`config.mk`:
```
export PLATFORM = sky130hd
export DESIGN_NAME = websocket_frame_unmasker
export DESIGN_NICKNAME = d
export VERILOG_FILES = /design/src/sv/wsunmask_pkg.sv /design/src/sv/wsunmask_front.sv /design/src/sv/wsunmask_queue.sv /design/src/sv/wsunmask_back.sv /design/src/sv/websocket_frame_unmasker.sv
export VERILOG_INCLUDE_DIRS = /design/src /design/src/sv
export SDC_FILE = /design/constraint.sdc
export NUM_CORES = 1
export LEC_CHECK = 0
export BUFFER_PORTS_ARGS = -buffer_cell sky130_fd_sc_hd__buf_2
export CELL_PAD_IN_SITES_DETAIL_PLACEMENT = 2
export CELL_PAD_IN_SITES_GLOBAL_PLACEMENT = 2
export CORE_MARGIN = 8
export CORE_UTILIZATION = 45
export CTS_CLUSTER_SIZE = 14
export DETAILED_ROUTE_END_ITERATION = 10
export GPL_TIMING_DRIVEN = 0
export PLACE_DENSITY = 0.81
export SYNTH_ARGS = -nofsm -noshare
export SYNTH_HDL_FRONTEND = slang
export SYNTH_SLANG_ARGS = --single-unit
```
`constraint.sdc`:
```
create_clock -name clk -period 4.8 [get_ports clk]
set_input_delay 0.72 -clock clk [delete_from_list [all_inputs] [get_ports clk]]
set_output_delay 0.72 -clock clk [all_outputs]
set_load 0.01 [all_outputs]
```
`src/sv/websocket_frame_unmasker_assert.svh`:
```
// Assertion macros for the unmasker RTL.
`ifndef WEBSOCKET_FRAME_UNMASKER_ASSERT_SVH
`define WEBSOCKET_FRAME_UNMASKER_ASSERT_SVH
`ifndef SYNTH
`define WSU_ASSERT(lbl, clk, rstn, prop) \
	lbl: assert property (@(posedge clk) disable iff (!rstn) prop) \
		else $error("websocket_frame_unmasker: assertion failed");
`define WSU_ASSERT_ALWAYS(lbl, clk, prop) \
	lbl: assert property (@(posedge clk) prop) \
		else $error("websocket_frame_unmasker: assertion failed");
`else
`define WSU_ASSERT(lbl, clk, rstn, prop)
`define WSU_ASSERT_ALWAYS(lbl, clk, prop)
`endif
`endif

```
`src/sv/wsunmask_pkg.sv`:
```
`timescale 1ns / 1ps
package wsunmask_pkg;

	localparam int QDEPTH = 4;
	localparam int QAW = $clog2(QDEPTH);

	localparam logic [6:0] LEN_EXT16 = 7'd126;
	localparam logic [6:0] LEN_EXT64 = 7'd127;

	localparam logic [3:0] OFFSET_SHORT = 4'd2;
	localparam logic [3:0] OFFSET_EXT16 = 4'd4;
	localparam logic [3:0] OFFSET_EXT64 = 4'd10;
	localparam logic [4:0] KEY_BYTES    = 5'd4;

	// One payload byte on its way from the front to the back.
	typedef struct packed {
		logic [7:0] data;
		logic [7:0] key;
		logic       last;
	} qentry_t;

	typedef struct packed {
		logic       in_payload;
		logic [3:0] header_position;
	} front_status_t;

endpackage

```
`src/sv/wsunmask_front.sv`:
```
`timescale 1ns / 1ps
module wsunmask_front
	import wsunmask_pkg::*;
(
	input  logic          clk,
	input  logic          arst_n,
	input  logic          s_tvalid,
	output logic          s_tready,
	input  logic [7:0]    s_tdata,   // [7:0] rx_byte
	input  logic          s_tlast,   // end_of_buffer
	input  logic          q_full,
	output logic          q_push,
	output qentry_t       q_entry,
	output front_status_t status
);

	logic [3:0]      header_position_q;
	logic [3:0]      mask_offset_q;
	logic [3:0][7:0] mask_key_q;
	logic [1:0]      key_index_q;
	logic            in_payload_q;

	logic       accept;
	logic [4:0] pos_ext;
	logic [4:0] off_ext;
	logic       in_key;
	logic [1:0] key_slot;
	logic [3:0] new_offset;

	assign s_tready = !q_full;
	assign accept   = s_tvalid && s_tready;
	assign q_push   = accept && in_payload_q;

	assign q_entry.data = s_tdata;
	assign q_entry.key  = mask_key_q[key_index_q];
	assign q_entry.last = s_tlast;

	assign status.in_payload      = in_payload_q;
	assign status.header_position = header_position_q;

	assign pos_ext  = {1'b0, header_position_q};
	assign off_ext  = {1'b0, mask_offset_q};
	assign in_key   = (pos_ext >= off_ext) && (pos_ext < off_ext + KEY_BYTES);
	assign key_slot = header_position_q[1:0] - mask_offset_q[1:0];

	always_comb begin
		case (s_tdata[6:0])
			LEN_EXT16: new_offset = OFFSET_EXT16;
			LEN_EXT64: new_offset = OFFSET_EXT64;
			default:   new_offset = OFFSET_SHORT;
		endcase
	end

	always_ff @(posedge clk or negedge arst_n) begin
		if (!arst_n) begin
			header_position_q <= '0;
			mask_offset_q     <= OFFSET_SHORT;
			mask_key_q        <= '0;
			key_index_q       <= '0;
			in_payload_q      <= 1'b0;
		end else if (accept) begin
			if (s_tlast) begin
				// The buffer ends here, in the header or the payload alike.
				header_position_q <= '0;
				mask_offset_q     <= OFFSET_SHORT;
				mask_key_q        <= '0;
				key_index_q       <= '0;
				in_payload_q      <= 1'b0;
			end else if (in_payload_q) begin
				key_index_q <= key_index_q + 2'd1;
			end else begin
				if (header_position_q == 4'd1) begin
					mask_offset_q <= new_offset;
				end else if (in_key) begin
					mask_key_q[key_slot] <= s_tdata;
					if (key_slot == 2'd3) begin
						in_payload_q <= 1'b1;
					end
				end
				header_position_q <= header_position_q + 4'd1;
			end
		end
	end

endmodule

```
`src/sv/wsunmask_queue.sv`:
```
`timescale 1ns / 1ps
module wsunmask_queue
	import wsunmask_pkg::*;
(
	input  logic    clk,
	input  logic    arst_n,
	input  logic    push,
	input  qentry_t push_entry,
	output logic    full,
	output logic    pop_valid,
	output qentry_t pop_entry,
	input  logic    pop,
	output logic [QAW:0] count
);

	qentry_t          mem [QDEPTH];
	logic [QAW-1:0]   wr_ptr_q;
	logic [QAW-1:0]   rd_ptr_q;
	logic [QAW:0]     count_q;
	logic             do_push;
	logic             do_pop;

	assign full      = (count_q == QDEPTH[QAW:0]);
	assign pop_valid = (count_q != '0);
	assign pop_entry = mem[rd_ptr_q];
	assign count     = count_q;
	assign do_push   = push && !full;
	assign do_pop    = pop && pop_valid;

	always_ff @(posedge clk) begin
		if (do_push) begin
			mem[wr_ptr_q] <= push_entry;
		end
	end

	always_ff @(posedge clk or negedge arst_n) begin
		if (!arst_n) begin
			wr_ptr_q <= '0;
			rd_ptr_q <= '0;
			count_q  <= '0;
		end else begin
			if (do_push) begin
				wr_ptr_q <= wr_ptr_q + QAW'(1);
			end
			if (do_pop) begin
				rd_ptr_q <= rd_ptr_q + QAW'(1);
			end
			case ({do_push, do_pop})
				2'b10:   count_q <= count_q + (QAW+1)'(1);
				2'b01:   count_q <= count_q - (QAW+1)'(1);
				default: count_q <= count_q;
			endcase
		end
	end

endmodule

```
`src/sv/wsunmask_back.sv`:
```
`timescale 1ns / 1ps
module wsunmask_back
	import wsunmask_pkg::*;
(
	input  logic       clk,
	input  logic       arst_n,
	input  logic       q_valid,
	input  qentry_t    q_entry,
	output logic       q_pop,
	output logic       m_tvalid,
	input  logic       m_tready,
	output logic [7:0] m_tdata,   // [7:0] payload_byte
	output logic       m_tlast    // payload_last
);

	logic       m_tvalid_q;
	logic [7:0] m_tdata_q;
	logic       m_tlast_q;

	// The output register refills in the same cycle that its item is taken.
	assign q_pop    = q_valid && (!m_tvalid_q || m_tready);
	assign m_tvalid = m_tvalid_q;
	assign m_tdata  = m_tdata_q;
	assign m_tlast  = m_tlast_q;

	always_ff @(posedge clk or negedge arst_n) begin
		if (!arst_n) begin
			m_tvalid_q <= 1'b0;
		end else if (q_pop) begin
			m_tvalid_q <= 1'b1;
		end else if (m_tready) begin
			m_tvalid_q <= 1'b0;
		end
	end

	always_ff @(posedge clk) begin
		if (q_pop) begin
			m_tdata_q <= q_entry.data ^ q_entry.key;
			m_tlast_q <= q_entry.last;
		end
	end

endmodule

```
`src/sv/websocket_frame_unmasker.sv`:
```
`timescale 1ns / 1ps
// Unmasks the payload of a received client frame, one byte per item.
// Input stream s_*: one frame byte per item, tlast on the final byte of the buffer.
// Output stream m_*: one unmasked payload byte per item, tlast on the final one.
// The opcode byte, the length byte, any extended length bytes and the four
// mask key bytes produce no output; each payload byte is XORed with the key
// byte selected by its payload index modulo four.
// A payload byte accepted on s_* is written into the queue and then loaded,
// unmasked, into the output register that drives m_*.
// Throughput: one byte per cycle on both sides while m_tready and a non-full queue let it flow.
// The front parser and the output register are parted by a four-entry queue,
// so the input keeps flowing while the receiver stalls until the queue fills;
// s_tready then drops and rises again as soon as an entry drains.
// A buffer that ends inside the header is dropped without any output.
// After tlast on the input the parser is back at the start of a new frame.
// Reset (arst_n low) empties the queue, clears the output valid flag and
// returns the parser to the first header byte.
module websocket_frame_unmasker
	import wsunmask_pkg::*;
(
	input  logic       clk,
	input  logic       arst_n,
	input  logic       s_tvalid,
	output logic       s_tready,
	input  logic [7:0] s_tdata,   // [7:0] rx_byte
	input  logic       s_tlast,   // end_of_buffer
	output logic       m_tvalid,
	input  logic       m_tready,
	output logic [7:0] m_tdata,   // [7:0] payload_byte
	output logic       m_tlast    // payload_last
);

`include "websocket_frame_unmasker_assert.svh"

	logic          q_full;
	logic          q_push;
	qentry_t       q_push_entry;
	logic          q_valid;
	qentry_t       q_pop_entry;
	logic          q_pop;
	logic [QAW:0]  q_count;
	front_status_t front_status;
	logic          in_accept;
	logic          front_idle;

	assign in_accept  = s_tvalid && s_tready;
	assign front_idle = !front_status.in_payload && (front_status.header_position == 4'd0);

	wsunmask_front u_front (
		.clk      (clk),
		.arst_n   (arst_n),
		.s_tvalid (s_tvalid),
		.s_tready (s_tready),
		.s_tdata  (s_tdata),
		.s_tlast  (s_tlast),
		.q_full   (q_full),
		.q_push   (q_push),
		.q_entry  (q_push_entry),
		.status   (front_status)
	);

	wsunmask_queue u_queue (
		.clk        (clk),
		.arst_n     (arst_n),
		.push       (q_push),
		.push_entry (q_push_entry),
		.full       (q_full),
		.pop_valid  (q_valid),
		.pop_entry  (q_pop_entry),
		.pop        (q_pop),
		.count      (q_count)
	);

	wsunmask_back u_back (
		.clk      (clk),
		.arst_n   (arst_n),
		.q_valid  (q_valid),
		.q_entry  (q_pop_entry),
		.q_pop    (q_pop),
		.m_tvalid (m_tvalid),
		.m_tready (m_tready),
		.m_tdata  (m_tdata),
		.m_tlast  (m_tlast)
	);

	`WSU_ASSERT(a_queue_bound, clk, arst_n, q_count <= QDEPTH[QAW:0])
	`WSU_ASSERT(a_header_silent, clk, arst_n, (in_accept && !front_status.in_payload) |-> !q_push)
	`WSU_ASSERT(a_last_restarts, clk, arst_n, (in_accept && s_tlast) |=> front_idle)
	`WSU_ASSERT(a_back_drains, clk, arst_n, (q_valid && (!m_tvalid || m_tready)) |=> m_tvalid)

endmodule
```
==> results of run 1 <==
==> sequential cells by signal, indices dropped and copies added (netlist names) <==
signal	count
u_back.m_tdata	8
u_back.m_tlast	1
u_back.m_tvalid	1
u_front.header_position_q	4
u_front.in_payload_q	1
u_front.key_index_q	2
u_front.mask_key_q	32
u_front.mask_offset_q	3
u_queue.count	3
u_queue.mem	68
u_queue.rd_ptr_q	2
u_queue.wr_ptr_q	2
==> metal layers <==
| metal | GRT usage (%) | vias to the layer above | wire length [um] |
|---|---|---|---|
| met5 | 0 | - | 0 |
| met4 | 8.00 | 0 | 253 |
| met3 | 4.26 | 18 | 446 |
| met2 | 32.4 | 67 | 7250 |
| met1 | 20.9 | 1652 | 5600 |
| li1 | - | 1401 | - |
==> cell families after synthesis <==
kind of cell,share of synthesized area [%]
DFF,65.6
xor gates and xnor gates,6.61
AOI/OAI and AO/OA,8.72
adders and majority gates,3.36
muxes,7.43
buffers and inverters,2.90
and+or+nand+nor,5.41
==> how the worst min path moves through the flow <==
stage | from | end | slack, ns | cells after the start
after floorplan | arst_n | u_back.m_tvalid$_DFFE_PN0P_ | 0.42 | 0
after global routing | m_tready | u_back.m_tvalid$_DFFE_PN0P_ | 0.50 | 2
after detailed placement | u_front.mask_key_q[4]$_DFFE_PN0P_ | u_front.mask_key_q[4]$_DFFE_PN0P_ | 0.47 | 1
after global placement | u_front.mask_offset_q[1]$_DFFE_PN1P_ | u_front.mask_offset_q[1]$_DFFE_PN1P_ | 0.46 | 2
final | u_front.mask_offset_q[1]$_DFFE_PN1P_ | u_front.mask_offset_q[1]$_DFFE_PN1P_ | 0.48 | 2
after CTS | u_front.mask_offset_q[1]$_DFFE_PN1P_ | u_front.mask_offset_q[1]$_DFFE_PN1P_ | 0.48 | 2
==> where the power goes <==
part           leakage, nW  internal, mW  switching [mW]
registers             1.36          1.42           0.139
clock network        0.241         0.645           0.441
logic                0.842         0.403           0.550
==> critical path, stage by stage (launching register included) <==
cell and delay (ns):
dfrtp_1 0.38, inv_1 0.09, ha_1 0.39, nand2b_1 0.15
a21oi_1 0.18, a211oi_1 0.09, nor4_1 0.67, buf_2 0.35
nand2_1 0.13, o2bb2ai_1 0.24
==> metrics by stage <==
stage          setup slack (ns)  power (mW)
2_1_floorplan              2.23        2.18
3_5_place_dp               1.80        2.53
4_1_cts                    2.06        3.64
5_1_grt                    1.93        3.77
3_3_place_gp               1.46        2.42
6_report                   2.02        3.59
==> area by class of cell <==
cell class,count,share of cell area (%)
multi-input cells,191,27.6
flip-flops and latches,127,57.2
clock inverters,10,0.763
repair buffers,23,1.85
inverters,15,0.904
plain buffers,15,1.63
clock buffers,22,7.13
well taps,147,2.95
==> cells in the final DEF (no fill, tap or decap), types with 5 or more instances in the layout <==
| master | synthesis | layout |
|---|---|---|
| clkbuf_1 | 5 | 10 |
| o31ai_1 | 7 | 7 |
| dfrtp_1 | 49 | 49 |
| o2bb2ai_1 | 18 | 18 |
| and3_2 | 5 | 5 |
| nand2_1 | 19 | 19 |
| ha_1 | 13 | 13 |
| a32o_1 | 6 | 6 |
| xor2_1 | 38 | 38 |
| clkinv_2 | 0 | 5 |
| mux4_2 | 17 | 17 |
| o21ai_0 | 6 | 6 |
| edfxtp_1 | 77 | 77 |
| clkbuf_16 | 0 | 17 |
| a21oi_1 | 10 | 9 |
| nor2_1 | 10 | 10 |
| inv_1 | 15 | 15 |
| buf_2 | 2 | 25 |
==> results.ini, run 1 <==
[finish]
nets=417
area_growth_pct=14.6
design_area_mm2=0.00623
final_util_pct=52.3
fillCellCount=1085
seq_area_mm2=0.00356
final_cells=550
multi_input_area_mm2=0.00172
layout-drive-gt1-share_pct=22.3
n_antenna_cell=0

[worst_hold_path]
hold_class=flop to flop

[logic_synthesis]
synth_cells=348
netlist_area_mm2=0.00544
yosys-top-cells-count=edfxtp_1 (77), dfrtp_1 (49), xor2_1 (38), nand2_1 (19), o2bb2ai_1 (18)
yosysTopAreaCellShare_pct=42.5
yosysWarnings=0
synth.avg_cell_area_um2=15.6
synth_ff_type=edfxtp_1
ys_ff_latch=127
synth_nets=375
ys_seq_area_share_pct=65.6
async_flop_share_pct=39.4
synth_edf_count=77
synth_most_common_cell=edfxtp_1
synth_area_leaders=edfxtp_1 (43%), dfrtp_1 (23%), mux4_2 (7.0%)
yosysTopAreaCell=edfxtp_1
ys_types=47

[floorplanning]
dieArea_mm2=0.0159
start_util_pct=45.6
fp.dieW_um=126
die_h_um=126
ios=24
placementRows=40
coreArea_mm2=0.0119

[power_and_ir_drop]
p_per_area_mw_per_mm2=577
p_leak_nw=2.45
ir_drop_mv=0.233

[place]
gp_congestion=0.759
dpl_cell_area_mm2=0.00574
port_buffers=23
hpwl_um=8960
post-place-cells=518

[global_routing]
grt_use_total_pct=18.4
grt_pass1_vias=3611
grt_max_degree=51
antenna_found_initial=0
grt_first_pass_wirelength_um=21600
grt_overflow=0

[route]
drtIter0Drc=142
vias=3138
wl_per_cell_um=24.6
via_per_inst=5.71
drtAntennaViolNets=0
drt_first_pass_iters=4
wl_um=13500
drc=0

[setup_path]
crit_start=u_front.header_position_q[1]$_DFFE_PN0P_
crit_required_ns=5.11
crit_end=u_front.mask_key_q[3]$_DFFE_PN0P_
cp_max_fo=10
reg2regPathDepth=9
r2r-start=u_front.header_position_q[1]$_DFFE_PN0P_
crit_path_end_kind=flop
r2r_setup_slack_ns=2.02
criticalPathCategory=flop to flop
crit_arrival_ns=3.09
r2r_end=u_front.mask_key_q[3]$_DFFE_PN0P_
start_kind=flop

[sta]
min_period_over_period_pct=58.0
tightestPinTransition_ns=1.22
fin_hold_ws_ns=0.482
fin_crit_ns=2.78
fmax_mhz=359
tns_ns=0
setup_viol=0
slew_headroom_pct=19.0
rsz0062_at_grt=false
finalHoldViolCount=0
drv_slew=0
skew_ns=0.00646

[clocking]
cts_num_sinks=127
h-tree-depth=4
path_clk_slew_ns=0.06
numCtsBuffers=17
cts-root-buf=clkbuf_16
postCtsSetupBuffers=0
cts_tree=yes
cts_buffer_depth=2
insertion_delay_ns=0.41
cts-resized-gates=0
hold_buffers=0

[flow_run]
max_cap_violations=0

[status]
status=finished clean

No activity file was read; power rests on OpenSTA's default activity.
==> run 2: changes to the inputs <==
CORE_UTILIZATION = 41   (was 45)
PLACE_DENSITY = 0.78   (was 0.81)
clock period = 2.3 ns   (was 4.8 ns; I/O delays follow)
==> run 2 against run 1 <==
The run now ends with setup timing left. Setup slack worse by 2.1 ns. Sequential power up 110%. Final cell count up 7.6%. Clock skew about the same.
==> results.ini, run 2 (synthesis gave the netlist of run 1 again) <==
[setup_path]
path_cells=ha_1 -> inv_2 -> ha_4 -> a21oi_4 -> nor2_4 -> o41a_1 -> buf_6 -> buf_12 -> a21oi_4 -> o31ai_2
start_kind=flop
crit_family=compound AO/OA/AOI/OAI gates
slowest_delay_ns=0.43  ; -0.24 ns
crit_cells=10  ; +1
r2r_setup_slack_ns=-0.07  ; -2.09 ns
r2r_end=u_front.mask_key_q[8]$_DFFE_PN0P_
r2r-start=u_front.mask_offset_q[3]$_DFFE_PN0P_
reg2regPathDepth=10  ; +1
worst_path_max_delay_cell=o41a_1
criticalPathCategory=flop to flop
crit_path_end_kind=flop
crit_top_cell=a21oi_4
cp_num_buf_inv=3  ; +1
cp_max_fo=6  ; -4
crit_arrival_ns=2.64  ; -0.45 ns
crit_required_ns=2.57  ; -2.54 ns

[place]
dp_worst_setup_slack_ns=-0.647  ; -2.45 ns
dpl_cell_area_mm2=0.00577  ; +0.57%
port_buffers=23  ; unchanged
post-place-cells=547  ; +5.6%
gp_congestion=0.741  ; -2.4%
hpwl_um=8990  ; +0.41%

[route]
wl_um=15300  ; +13%
vias=3241  ; +3.3%
wl_per_cell_um=25.9  ; +5.2%
drtAntennaViolNets=0  ; unchanged
drt_first_pass_iters=4  ; unchanged
drc=0  ; unchanged
drtIter0Drc=140  ; -1.4%
via_per_inst=5.47  ; -4.0%

[sta]
slew_headroom_pct=16.5  ; -2.5 points
skew_ns=0.00612  ; -0.000349 ns
setup_viol=27  ; +27
fmax_mhz=421  ; +17%
fin_crit_ns=2.37  ; -0.410 ns
min_period_over_period_pct=103  ; +45 points
setup_ws_ns=-0.0730  ; -2.09 ns
rsz0062_at_grt=true
tightestPinTransition_ns=1.25  ; +0.0375 ns
finalHoldViolCount=0  ; unchanged
drv_slew=0  ; unchanged

[finish]
nets=430  ; +3.1%
final_cell_mix=edfxtp_1 (77), dfrtp_1 (49), xor2_1 (38)
top_register=u_queue.mem
design_area_mm2=0.00682  ; +9.4%
layout-drive-gt1-share_pct=36.3  ; +14 points
largest_reg_flops=68  ; unchanged
area_growth_pct=25.4
layout_commonest_cell=edfxtp_1
final_cells=592  ; +7.6%
n_antenna_cell=0  ; unchanged
fillCellCount=1164  ; +7.3%

[global_routing]
grt_use_total_pct=18.0  ; -0.33 points
grt_overflow=0  ; unchanged
grt_first_pass_wirelength_um=23500  ; +8.7%
grt_pass1_vias=3773  ; +4.5%
grt_max_degree=51  ; unchanged
antenna_found_initial=0  ; unchanged

[flow_run]
max_cap_violations=0  ; unchanged

[floorplanning]
start_util_pct=41.5  ; -4.1 points
coreArea_mm2=0.0131  ; +9.9%
ios=24  ; unchanged
placementRows=42  ; +5.0%
dieArea_mm2=0.0172  ; +8.5%
fp.dieW_um=131  ; +4.2%
die_h_um=131  ; +4.2%

[status]
status=complete, but fails checks
violations=setup timing

[worst_hold_path]
hold_class=primary input to async pin

[power_and_ir_drop]
ir_drop_mv=0.613  ; +160%
p_per_area_mw_per_mm2=1240  ; +110%
p_leak_nw=2.60  ; +6.1%

[clocking]
path_clk_slew_ns=0.06  ; about the same
cts_tree=yes
cts_num_sinks=127  ; unchanged
hold_buffers=0  ; unchanged
cts_buffer_depth=2  ; unchanged
h-tree-depth=4  ; unchanged
insertion_delay_ns=0.42  ; about the same
cts-root-buf=clkbuf_16
numCtsBuffers=17  ; unchanged

[run 2: cell types whose count changed in the layout (fill, tap and decap cells not counted), moves of 4 or more]
cell / delta
a21oi_1: -6
a21oi_4: +5
buf_4: +12
clkinvlp_4: +4
o2bb2ai_1: -18
o2bb2ai_2: +14
o2bb2ai_4: +4
o31ai_1: -4
o31ai_2: +4
[run 2: final cells by class]
class / count / area (um^2) / share of cell area (%)
inverter: 15 / 56.3 / 0.826
multi-input combinational: 191 / 2110 / 30.9
clock inverter: 12 / 96.3 / 1.41
timing repair buffer: 37 / 238 / 3.49
sequential: 127 / 3560 / 52.3
buffer: 14 / 97.6 / 1.43
tap: 176 / 220 / 3.23
clock buffer: 20 / 437 / 6.40
[run 2: worst max path at each step]
| stage | startpoint | end | slack (ns) |
|---|---|---|---|
| 5_1_grt | u_front.header_position_q[1]$_DFFE_PN0P_ | u_front.mask_key_q[24]$_DFFE_PN0P_ | -0.13 |
| 4_1_cts | u_front.mask_offset_q[3]$_DFFE_PN0P_ | u_front.mask_key_q[10]$_DFFE_PN0P_ | -0.05 |
| 2_1_floorplan | u_queue.count[1]$_DFFE_PN0P_ | u_queue.count[2]$_DFFE_PN0P_ | 0.002 |
| 6_report | u_front.mask_offset_q[3]$_DFFE_PN0P_ | u_front.mask_key_q[8]$_DFFE_PN0P_ | -0.07 |
| 3_3_place_gp | u_queue.count[0]$_DFFE_PN0P_ | u_queue.count[2]$_DFFE_PN0P_ | -0.53 |
| 3_5_place_dp | u_queue.count[1]$_DFFE_PN0P_ | u_queue.count[2]$_DFFE_PN0P_ | -0.65 |
[run 2: what timing repair did]
action                     4_1_cts  5_1_grt
gates cloned                     1        1
pin swaps                       14       23
resized for setup               42       26
setup endpoints to repair       35       37
setup buffers                    5        7
[run 2: metal layers]
| layer | vias to the layer above | wire, um | global-route usage, % |
|---|---|---|---|
| li1 | 1418 | - | - |
| met1 | 1740 | 6390 | 21.5 |
| met2 | 52 | 8170 | 30.9 |
| met3 | 31 | 367 | 3.73 |
| met4 | 0 | 419 | 7.94 |
| met5 | - | 0 | 0 |
[run 2: power breakdown]
group          internal, mW  switching [mW]
combinational          1.18            1.48
clock                  1.47            1.01
sequential             2.95           0.332
[run 2: metrics by stage]
stage          setup TNS [ns]  hold slack [ns]  util, %  power (mW)
2_1_floorplan               0           0.0494        -        4.54
3_3_place_gp            -6.98            0.456     44.1        5.07
3_5_place_dp            -8.76            0.456     44.1        5.26
4_1_cts                 -1.04            0.191     50.3        8.04
5_1_grt                 -3.06            0.222     52.1        8.78
6_report               -0.990            0.174     52.1        8.42
